[src/design/ffrq_pkg.sv]
// shared types and constants for the fifo frame replacement queue
// used by every module of the block; depends on nothing
package ffrq_pkg;

  localparam int NUM_FRAMES = 64;
  localparam int FRAME_W    = 6;
  localparam int FUNC_W     = 2;
  localparam int STATUS_W   = 3;

  // search grouping: cells are scanned in groups of GROUP
  localparam int GROUP      = 8;
  localparam int NUM_GROUPS = (NUM_FRAMES + GROUP - 1) / GROUP;
  localparam int PAD_SLOTS  = NUM_GROUPS * GROUP;

  localparam logic [FUNC_W-1:0] FUNC_ADD    = 2'd0;
  localparam logic [FUNC_W-1:0] FUNC_VICTIM = 2'd1;
  localparam logic [FUNC_W-1:0] FUNC_REMOVE = 2'd2;

  localparam logic [STATUS_W-1:0] STAT_OK        = 3'd0;
  localparam logic [STATUS_W-1:0] STAT_NO_PAGE   = 3'd1;
  localparam logic [STATUS_W-1:0] STAT_NOT_FOUND = 3'd2;
  localparam logic [STATUS_W-1:0] STAT_DUPLICATE = 3'd3;
  localparam logic [STATUS_W-1:0] STAT_FULL      = 3'd4;

  typedef enum logic [2:0] {
    ST_IDLE,
    ST_MATCH,
    ST_SCAN,
    ST_RESOLVE,
    ST_APPLY
  } state_t;

  // request as seen by every cell
  typedef struct packed {
    logic               victim;
    logic [FRAME_W-1:0] frame_id;
    logic               is_page;
  } match_t;

  // queue update strobes
  typedef struct packed {
    logic append;
    logic drop;
  } cell_ctl_t;

  // search pipeline enables
  typedef struct packed {
    logic cmp_en;
    logic scan_en;
    logic resolve_en;
  } scan_ctl_t;

endpackage

[src/design/fifo_frame_replacement_queue_core.sv]
// Frame replacement queue: keeps frames in arrival order in a row of slot
// cells. Add appends a frame at the tail, victim removes the oldest frame
// that holds a page, remove deletes a named frame and closes the gap.
//
// Input channel s_*: one request item per handshake. Output channel m_*:
// exactly one result item per request, in request order.
// A request is taken in the idle state; the cells compare in the match
// state, the two-stage search over cell groups runs in the scan and
// resolve states, and the update plus result register load happen in the
// apply state. The result shows on m_tvalid once apply has loaded the
// output register, and a new request is taken only back in idle, so one
// request is in flight at a time; an output stall holds the apply state.
// A result held in the output register does not block the next request;
// if the receiver still stalls when the next result is ready, the update
// and that result wait until the output register is free.
// Reset (rst, synchronous) empties the queue and drops any pending result.
// Depends on ffrq_pkg, ffrq_cell, ffrq_scan and ffrq_ctrl.
module fifo_frame_replacement_queue_core (
  input  logic       clk,
  input  logic       rst,
  input  logic       s_tvalid,
  output logic       s_tready,
  input  logic [7:0] s_tdata,  // [5:0] frame_id, [7:6] zero
  input  logic [2:0] s_tuser,  // [1:0] func, [2] frame_is_page
  output logic       m_tvalid,
  input  logic       m_tready,
  output logic [7:0] m_tdata,  // [5:0] result_frame, [7:6] zero
  output logic [2:0] m_tuser   // [2:0] status
);

  ffrq_pkg::match_t    mcmd;
  ffrq_pkg::cell_ctl_t ctl;
  ffrq_pkg::scan_ctl_t sctl;

  logic [ffrq_pkg::FRAME_W-1:0]    cell_frame [ffrq_pkg::NUM_FRAMES];
  logic [ffrq_pkg::NUM_FRAMES-1:0] cell_valid;
  logic [ffrq_pkg::NUM_FRAMES-1:0] cell_page;
  logic [ffrq_pkg::NUM_FRAMES-1:0] cell_hit;
  logic [ffrq_pkg::NUM_FRAMES-1:0] kill;
  logic                            found;
  logic [ffrq_pkg::FRAME_W-1:0]    found_frame;
  logic [ffrq_pkg::FRAME_W-1:0]    result_frame;
  logic [ffrq_pkg::STATUS_W-1:0]   status;

  for (genvar i = 0; i < ffrq_pkg::NUM_FRAMES; i++) begin : g_cell
    logic [ffrq_pkg::FRAME_W-1:0] nbr_frame;
    logic                         nbr_valid;
    logic                         nbr_page;
    logic                         prev_valid;

    if (i == ffrq_pkg::NUM_FRAMES - 1) begin : g_last
      assign nbr_frame = '0;
      assign nbr_valid = 1'b0;
      assign nbr_page  = 1'b0;
    end else begin : g_mid
      assign nbr_frame = cell_frame[i+1];
      assign nbr_valid = cell_valid[i+1];
      assign nbr_page  = cell_page[i+1];
    end

    if (i == 0) begin : g_head
      assign prev_valid = 1'b1;
    end else begin : g_body
      assign prev_valid = cell_valid[i-1];
    end

    ffrq_cell u_cell (
      .clk        (clk),
      .rst        (rst),
      .mcmd       (mcmd),
      .cmp_en     (sctl.cmp_en),
      .ctl        (ctl),
      .kill       (kill[i]),
      .prev_valid (prev_valid),
      .nbr_frame  (nbr_frame),
      .nbr_valid  (nbr_valid),
      .nbr_page   (nbr_page),
      .frame      (cell_frame[i]),
      .valid      (cell_valid[i]),
      .page       (cell_page[i]),
      .hit        (cell_hit[i])
    );
  end

  ffrq_scan u_scan (
    .clk         (clk),
    .sctl        (sctl),
    .hit         (cell_hit),
    .frames      (cell_frame),
    .kill        (kill),
    .found       (found),
    .found_frame (found_frame)
  );

  ffrq_ctrl u_ctrl (
    .clk          (clk),
    .rst          (rst),
    .s_tvalid     (s_tvalid),
    .s_tready     (s_tready),
    .req_func     (s_tuser[1:0]),
    .req_frame    (s_tdata[5:0]),
    .req_page     (s_tuser[2]),
    .m_tvalid     (m_tvalid),
    .m_tready     (m_tready),
    .result_frame (result_frame),
    .status       (status),
    .found        (found),
    .found_frame  (found_frame),
    .full         (cell_valid[ffrq_pkg::NUM_FRAMES-1]),
    .mcmd         (mcmd),
    .ctl          (ctl),
    .sctl         (sctl)
  );

  assign m_tdata = {2'b00, result_frame};
  assign m_tuser = status;

endmodule

[src/design/ffrq_cell.sv]
// one queue slot: holds a frame, its valid and page flags, and a match bit
// shifts in from its upper neighbor on a drop when its kill bit is set; depends on ffrq_pkg
module ffrq_cell (
  input  logic                        clk,
  input  logic                        rst,
  input  ffrq_pkg::match_t            mcmd,
  input  logic                        cmp_en,
  input  ffrq_pkg::cell_ctl_t         ctl,
  input  logic                        kill,
  input  logic                        prev_valid,
  input  logic [ffrq_pkg::FRAME_W-1:0] nbr_frame,
  input  logic                        nbr_valid,
  input  logic                        nbr_page,
  output logic [ffrq_pkg::FRAME_W-1:0] frame,
  output logic                        valid,
  output logic                        page,
  output logic                        hit
);

  logic tail;
  logic take_nbr;
  logic take_new;

  // first free slot sits right behind the last occupied one
  assign tail     = prev_valid & ~valid;
  assign take_nbr = ctl.drop & kill;
  assign take_new = ctl.append & tail;

  always_ff @(posedge clk) begin
    if (rst) begin
      valid <= 1'b0;
      page  <= 1'b0;
    end else begin
      if (take_nbr) begin
        valid <= nbr_valid;
        page  <= nbr_page;
      end else if (take_new) begin
        valid <= 1'b1;
        page  <= mcmd.is_page;
      end
    end
  end

  always_ff @(posedge clk) begin
    if (take_nbr) begin
      frame <= nbr_frame;
    end else if (take_new) begin
      frame <= mcmd.frame_id;
    end
  end

  always_ff @(posedge clk) begin
    if (cmp_en) begin
      hit <= valid & (mcmd.victim ? page : (frame == mcmd.frame_id));
    end
  end

endmodule

[src/design/ffrq_scan.sv]
// two-stage search over the cell match bits: first hit, prefix mask, frame
// groups of ffrq_pkg::GROUP cells are resolved first, then across groups
module ffrq_scan (
  input  logic                         clk,
  input  ffrq_pkg::scan_ctl_t          sctl,
  input  logic [ffrq_pkg::NUM_FRAMES-1:0] hit,
  input  logic [ffrq_pkg::FRAME_W-1:0] frames [ffrq_pkg::NUM_FRAMES],
  output logic [ffrq_pkg::NUM_FRAMES-1:0] kill,
  output logic                         found,
  output logic [ffrq_pkg::FRAME_W-1:0] found_frame
);

  logic [ffrq_pkg::PAD_SLOTS-1:0]  hit_pad;
  logic [ffrq_pkg::FRAME_W-1:0]    frames_pad [ffrq_pkg::PAD_SLOTS];
  logic [ffrq_pkg::PAD_SLOTS-1:0]  pre_c, pre_q;
  logic [ffrq_pkg::NUM_GROUPS-1:0] grp_any_c, grp_any_q;
  logic [ffrq_pkg::FRAME_W-1:0]    grp_frame_c [ffrq_pkg::NUM_GROUPS];
  logic [ffrq_pkg::FRAME_W-1:0]    grp_frame_q [ffrq_pkg::NUM_GROUPS];
  logic [ffrq_pkg::PAD_SLOTS-1:0]  kill_c, kill_q;
  logic                            found_c;
  logic [ffrq_pkg::FRAME_W-1:0]    frame_c;

  always_comb begin
    hit_pad = '0;
    hit_pad[ffrq_pkg::NUM_FRAMES-1:0] = hit;
    for (int i = 0; i < ffrq_pkg::PAD_SLOTS; i++) begin
      frames_pad[i] = (i < ffrq_pkg::NUM_FRAMES) ? frames[i] : '0;
    end
  end

  // stage one: inclusive prefix inside each group
  always_comb begin
    logic                         run;
    logic [ffrq_pkg::FRAME_W-1:0] fr;
    for (int g = 0; g < ffrq_pkg::NUM_GROUPS; g++) begin
      run = 1'b0;
      fr  = '0;
      for (int k = 0; k < ffrq_pkg::GROUP; k++) begin
        // only the first hit of the group supplies its frame
        if (hit_pad[g*ffrq_pkg::GROUP + k] && !run) begin
          fr = frames_pad[g*ffrq_pkg::GROUP + k];
        end
        run = run | hit_pad[g*ffrq_pkg::GROUP + k];
        pre_c[g*ffrq_pkg::GROUP + k] = run;
      end
      grp_any_c[g]   = run;
      grp_frame_c[g] = fr;
    end
  end

  always_ff @(posedge clk) begin
    if (sctl.scan_en) begin
      pre_q     <= pre_c;
      grp_any_q <= grp_any_c;
      for (int g = 0; g < ffrq_pkg::NUM_GROUPS; g++) begin
        grp_frame_q[g] <= grp_frame_c[g];
      end
    end
  end

  // stage two: carry hits of earlier groups into later ones
  always_comb begin
    logic seen;
    seen    = 1'b0;
    frame_c = '0;
    for (int g = 0; g < ffrq_pkg::NUM_GROUPS; g++) begin
      for (int k = 0; k < ffrq_pkg::GROUP; k++) begin
        kill_c[g*ffrq_pkg::GROUP + k] = pre_q[g*ffrq_pkg::GROUP + k] | seen;
      end
      // first hitting group supplies the frame
      frame_c = frame_c | ((grp_any_q[g] & ~seen) ? grp_frame_q[g] : '0);
      seen    = seen | grp_any_q[g];
    end
    found_c = seen;
  end

  always_ff @(posedge clk) begin
    if (sctl.resolve_en) begin
      kill_q      <= kill_c;
      found       <= found_c;
      found_frame <= frame_c;
    end
  end

  assign kill = kill_q[ffrq_pkg::NUM_FRAMES-1:0];

endmodule

[src/design/ffrq_ctrl.sv]
// sequencer: takes one request, steps the search, applies the update and
// holds the result in an output register; depends on ffrq_pkg
module ffrq_ctrl (
  input  logic                          clk,
  input  logic                          rst,
  input  logic                          s_tvalid,
  output logic                          s_tready,
  input  logic [ffrq_pkg::FUNC_W-1:0]   req_func,
  input  logic [ffrq_pkg::FRAME_W-1:0]  req_frame,
  input  logic                          req_page,
  output logic                          m_tvalid,
  input  logic                          m_tready,
  output logic [ffrq_pkg::FRAME_W-1:0]  result_frame,
  output logic [ffrq_pkg::STATUS_W-1:0] status,
  input  logic                          found,
  input  logic [ffrq_pkg::FRAME_W-1:0]  found_frame,
  input  logic                          full,
  output ffrq_pkg::match_t              mcmd,
  output ffrq_pkg::cell_ctl_t           ctl,
  output ffrq_pkg::scan_ctl_t           sctl
);

  ffrq_pkg::state_t state, state_next;

  logic [ffrq_pkg::FUNC_W-1:0]   func;
  logic                          fire;
  logic                          out_free;
  logic [ffrq_pkg::FRAME_W-1:0]  res_frame;
  logic [ffrq_pkg::STATUS_W-1:0] res_status;
  logic                          do_append;
  logic                          do_drop;

  assign out_free = ~m_tvalid | m_tready;

  always_ff @(posedge clk) begin
    if (rst) begin
      state <= ffrq_pkg::ST_IDLE;
    end else begin
      state <= state_next;
    end
  end

  always_comb begin
    state_next = state;
    unique case (state)
      ffrq_pkg::ST_IDLE:    if (s_tvalid) state_next = ffrq_pkg::ST_MATCH;
      ffrq_pkg::ST_MATCH:   state_next = ffrq_pkg::ST_SCAN;
      ffrq_pkg::ST_SCAN:    state_next = ffrq_pkg::ST_RESOLVE;
      ffrq_pkg::ST_RESOLVE: state_next = ffrq_pkg::ST_APPLY;
      ffrq_pkg::ST_APPLY:   if (out_free) state_next = ffrq_pkg::ST_IDLE;
      default:              state_next = ffrq_pkg::ST_IDLE;
    endcase
  end

  always_comb begin
    s_tready        = 1'b0;
    sctl.cmp_en     = 1'b0;
    sctl.scan_en    = 1'b0;
    sctl.resolve_en = 1'b0;
    fire            = 1'b0;
    unique case (state)
      ffrq_pkg::ST_IDLE:    s_tready = 1'b1;
      ffrq_pkg::ST_MATCH:   sctl.cmp_en = 1'b1;
      ffrq_pkg::ST_SCAN:    sctl.scan_en = 1'b1;
      ffrq_pkg::ST_RESOLVE: sctl.resolve_en = 1'b1;
      ffrq_pkg::ST_APPLY:   fire = out_free;
      default:              s_tready = 1'b0;
    endcase
  end

  always_ff @(posedge clk) begin
    if (s_tvalid && s_tready) begin
      func          <= req_func;
      mcmd.victim   <= (req_func == ffrq_pkg::FUNC_VICTIM);
      mcmd.frame_id <= req_frame;
      mcmd.is_page  <= req_page;
    end
  end

  // outcome of the request once the search has settled
  always_comb begin
    res_frame  = '0;
    res_status = ffrq_pkg::STAT_OK;
    do_append  = 1'b0;
    do_drop    = 1'b0;
    unique case (func)
      ffrq_pkg::FUNC_ADD: begin
        priority if (found) begin
          res_status = ffrq_pkg::STAT_DUPLICATE;
        end else if (full) begin
          res_status = ffrq_pkg::STAT_FULL;
        end else begin
          do_append = 1'b1;
          res_frame = mcmd.frame_id;
        end
      end
      ffrq_pkg::FUNC_VICTIM: begin
        if (found) begin
          do_drop   = 1'b1;
          res_frame = found_frame;
        end else begin
          res_status = ffrq_pkg::STAT_NO_PAGE;
        end
      end
      ffrq_pkg::FUNC_REMOVE: begin
        if (found) begin
          do_drop   = 1'b1;
          res_frame = mcmd.frame_id;
        end else begin
          res_status = ffrq_pkg::STAT_NOT_FOUND;
        end
      end
      default: begin
        res_status = ffrq_pkg::STAT_OK;
      end
    endcase
  end

  assign ctl.append = fire & do_append;
  assign ctl.drop   = fire & do_drop;

  always_ff @(posedge clk) begin
    if (rst) begin
      m_tvalid <= 1'b0;
    end else if (fire) begin
      m_tvalid <= 1'b1;
    end else if (m_tready) begin
      m_tvalid <= 1'b0;
    end
  end

  always_ff @(posedge clk) begin
    if (fire) begin
      result_frame <= res_frame;
      status       <= res_status;
    end
  end

endmodule

[config.mk]
export PLATFORM = sky130hd
export DESIGN_NAME = fifo_frame_replacement_queue_core
export DESIGN_NICKNAME = d
export VERILOG_FILES = /design/src/design/ffrq_pkg.sv /design/src/design/fifo_frame_replacement_queue_core.sv /design/src/design/ffrq_cell.sv /design/src/design/ffrq_scan.sv /design/src/design/ffrq_ctrl.sv
export SDC_FILE = /design/constraint.sdc
export NUM_CORES = 2
export LEC_CHECK = 0
export BUFFER_PORTS_ARGS = -buffer_cell sky130_fd_sc_hd__clkbuf_2
export CORE_ASPECT_RATIO = 2
export CORE_MARGIN = 5
export CORE_UTILIZATION = 40
export CTS_BUF_LIST = sky130_fd_sc_hd__clkbuf_2
export CTS_CLUSTER_DIAMETER = 30
export CTS_CLUSTER_SIZE = 8
export DETAILED_ROUTE_END_ITERATION = 12
export GPL_TIMING_DRIVEN = 0
export PLACE_DENSITY_LB_ADDON = 0.1
export SLEW_MARGIN = 20
export SYNTH_ARGS = -nofsm -noshare
export SYNTH_HDL_FRONTEND = slang
export SYNTH_HIERARCHICAL = 1
export SYNTH_SLANG_ARGS = --single-unit
[constraint.sdc]
create_clock -name clk -period 23.5 [get_ports clk]
set_input_delay 2.35 -clock clk [delete_from_list [all_inputs] [get_ports clk]]
set_output_delay 2.35 -clock clk [all_outputs]
set_load 0.02 [all_outputs]
==> impl_metrics.json <==
{
  "synth_common_cells": "649 x edfxtp_1, 384 x mux2_2, 314 x nand2_1",
  "critPathTopFamily": "flip-flops",
  "cts_tree": "yes",
  "vias": 30300,
  "async_flop_share_pct": 0,
  "nFillCells": 9819,
  "dr.pass1.iters": 6,
  "clk_pin_slew_worst_paths_ns": 0.17,
  "cts_resized": 0,
  "cts_setup_buffers": 0,
  "design.core.area_sq_mm": 0.103,
  "r2r_start": "u_ctrl/state[2]$_SDFFE_PP0P_",
  "vdd_drop_max_mv": 0.0478,
  "worstHoldPathType": "flip-flop to flip-flop",
  "start_util_pct": 40.2,
  "finalCriticalPeriod_ns": 4.76,
  "p_leak_uw": 0.0155,
  "track_usage_pct": 23.7,
  "yosysTopAreaCell": "edfxtp_1",
  "critPathKind": "flip-flop to primary output",
  "maxSlewHeadroom_pct": 23.6,
  "r2r_slack_ns": 18.90,
  "crit_fanout": 7,
  "max_freq_mhz": 210,
  "seqPwrFrac_pct": 53.7,
  "die-area_sq_mm": 0.111,
  "switching_share_pct": 27.3,
  "wl_per_cell_um": 25.3,
  "holdPathEnd": "u_scan/kill[5]$_DFFE_PP_",
  "crit_path_end_kind": "primary output",
  "clock_latency_ns": 1.52,
  "worstMarginPinSlew_ns": 1.13,
  "hold_violations": 0,
  "cap_viol_max_count": 0,
  "worstHoldStart": "u_scan/pre_q[5]$_DFFE_PP_",
  "overflow": 0,
  "drt_iter0_markers": 1602,
  "grt_pass1_wl_mm": 200,
  "reg2regPathDepth": 11,
  "pwr-share-comb_pct": 10.7,
  "synth_top_cell_area_share_pct": 46.9,
  "slowest_delay_ns": 0.41,
  "drtAntennaViolNets": 0,
  "final_layout_size_suffix_gt1_share_pct": 25.5,
  "synthMostInstantiatedCell": "edfxtp_1",
  "grt_pass1_vias": 32100,
  "netlist_area_sq_mm": 0.0416,
  "multi_input_comb_area_sq_mm": 0.0188,
  "routed_wl_mm": 134,
  "p_sw_uw": 786,
  "drc_errors": 0,
  "synth.area.top_cells": "edfxtp_1 47%, mux2_2 10%, dfxtp_1 6.4%, a311oi_1 4.0%, xnor2_1 4.0%",
  "cts_made_buffers": 147,
  "cpMaxStageDelayCell": "dfxtp_1",
  "cts.sinks": 781,
  "grt_start_max_net_pins": 78,
  "hold_ws_ns": 0.440,
  "cts_root_buf": "clkbuf_2",
  "pwr-share-clk_pct": 35.6,
  "placed_area_sq_mm": 0.0454,
  "syn_area_per_cell_sq_um": 11.9,
  "h-tree-depth": 4,
  "finClkSkew_ns": 0.114,
  "rr_endpoint": "g_cell[20].u_cell/frame[3]$_DFFE_PP_",
  "buffer_ports.inserted": 23,
  "synthToLayoutAreaGrowth_pct": 13.7,
  "cp_num_buf_inv": 1,
  "hold_depth": 0,
  "grt_antenna_before_repair": 3,
  "routed_via_density": 5.71,
  "cts_hold_buffers": 0,
  "ys_ff_latch": 781,
  "power.density_mw_per_mm2": 60.9,
  "io_pins": 28,
  "finalInstanceArea_sq_mm": 0.0473,
  "die_h_um": 466,
  "yosysSeqAreaShare_pct": 53.2,
  "synth_edf_count": 649,
  "rsz0062_at_grt": "no",
  "status": "complete, no violations",
  "crit_cells": 2,
  "hpwl_mm": 104,
  "finalCritPeriodShare_pct": 20.2,
  "finalNetCount": 3835,
  "yosys_warnings": 6,
  "start_kind": "flip-flop",
  "seq_area_sq_mm": 0.0221,
  "worstPathArrival_ns": 2.41,
  "gp_congestion": 0.846,
  "num_rows": 167,
  "cp.required_ns": 21.15,
  "drv_slew": 0,
  "die_w_um": 238,
  "path_cells": "nor3_1 -> clkbuf_2",
  "clockBufferDepth": 3,
  "ys_types": 69,
  "p_int_uw": 2100,
  "setup_viol": 0,
  "synthCells": 3485,
  "synth_ff_type": "edfxtp_1"
}
[worst max-delay path by stage]
stage                                            start                              endpoint  slack, ns
after detailed placement                      m_tready  g_cell[20].u_cell/frame[3]$_DFFE_PP_      17.33
final                     u_ctrl/state[2]$_SDFFE_PP0P_                              s_tready      18.74
after global placement                        m_tready    g_cell[5].u_cell/page$_SDFFE_PP0P_      -1.41
after CTS                 u_ctrl/state[2]$_SDFFE_PP0P_                              s_tready      18.51
after global routing      u_ctrl/state[2]$_SDFFE_PP0P_                              s_tready      18.44
after floorplan                               m_tready   g_cell[0].u_cell/frame[0]$_DFFE_PP_      10.71
[stage by stage]
step | TNS (ns) | instances | utilization, % | worst slack [ns] | power [uW]
2_1_floorplan | 0 | 3495 | - | 10.71 | 1770
3_3_place_gp | -311.94 | 4870 | 42.0 | -1.41 | 1890
3_5_place_dp | 0 | 5019 | 43.9 | 17.33 | 1890
4_1_cts | 0 | 5292 | 45.7 | 18.51 | 2920
5_1_grt | 0 | 5300 | 45.7 | 18.44 | 3000
6_report | 0 | 5301 | 45.7 | 18.74 | 2880
[sequential cells by signal, summed over array words and instances (netlist names)]
| name | flops |
|---|---|
| u_ctrl/result_frame | 6 |
| u_ctrl/mcmd | 8 |
| u_ctrl/func | 2 |
| u_scan/kill | 63 |
| u_scan/pre_q | 64 |
| u_scan/found_frame | 6 |
| g_cell.u_cell/frame | 384 |
| g_cell.u_cell/hit | 64 |
| g_cell.u_cell/page | 64 |
| u_scan/grp_frame_q | 48 |
| u_ctrl/status | 3 |
| u_ctrl/m_tvalid | 1 |
| u_ctrl/state | 3 |
| g_cell.u_cell/valid | 64 |
| u_scan/found | 1 |
[kinds of logic after synthesis]
logic type | share of synthesized area [%]
xor+xnor | 8.09
fa+ha+maj | 0.120
compound gates | 13.8
simple gates | 11.9
buf+inv | 1.82
flops | 53.2
mux | 11.0
other cells | 0.0181
[cells in the final DEF, fill, tap and decap left out, types with 52 or more instances in the layout]
| cell type | n |
|---|---|
| edfxtp_1 | 649 |
| mux2_2 | 384 |
| nand2_1 | 314 |
| clkbuf_2 | 219 |
| xor2_1 | 192 |
| xnor2_1 | 192 |
| a311oi_1 | 192 |
| nand3_1 | 146 |
| a21oi_1 | 134 |
| o21ai_0 | 132 |
| dfxtp_1 | 132 |
| or3_1 | 112 |
| inv_1 | 106 |
| nor2_1 | 105 |
| and2_1 | 66 |
| nand2_2 | 64 |
| o41ai_2 | 64 |
| o22ai_1 | 63 |
| buf_8 | 62 |
| clkbuf_1 | 58 |
| buf_4 | 52 |
[power groups by stage]
stage | clock [uW] | sequential (uW) | combinational (uW)
2_1_floorplan | 0 | 1600 | 169
3_3_place_gp | 0 | 1650 | 242
3_5_place_dp | 0 | 1580 | 306
4_1_cts | 1070 | 1550 | 308
5_1_grt | 1120 | 1550 | 328
6_report | 1030 | 1550 | 308
[cell type report]
cell class / instances / share of cell area (%)
diodes: 9 / 0.0476
plain buffers: 76 / 0.730
clock buffers: 197 / 2.08
clock inverters: 76 / 1.82
inverters: 110 / 0.873
multi-input cells: 2528 / 39.7
flip-flops and latches: 781 / 46.8
well taps: 1352 / 3.58
repair buffers: 172 / 4.41
[per-layer routing]
| layer | routed length (um) | vias up | track usage (%) |
|---|---|---|---|
| met5 | 0 | - | 0 |
| met4 | 6560 | 0 | 10.9 |
| met3 | 3860 | 329 | 3.25 |
| met2 | 81000 | 746 | 50.0 |
| met1 | 42800 | 15100 | 21.4 |
| li1 | - | 14100 | - |
Note: power is estimated with default switching activity, not from simulation.
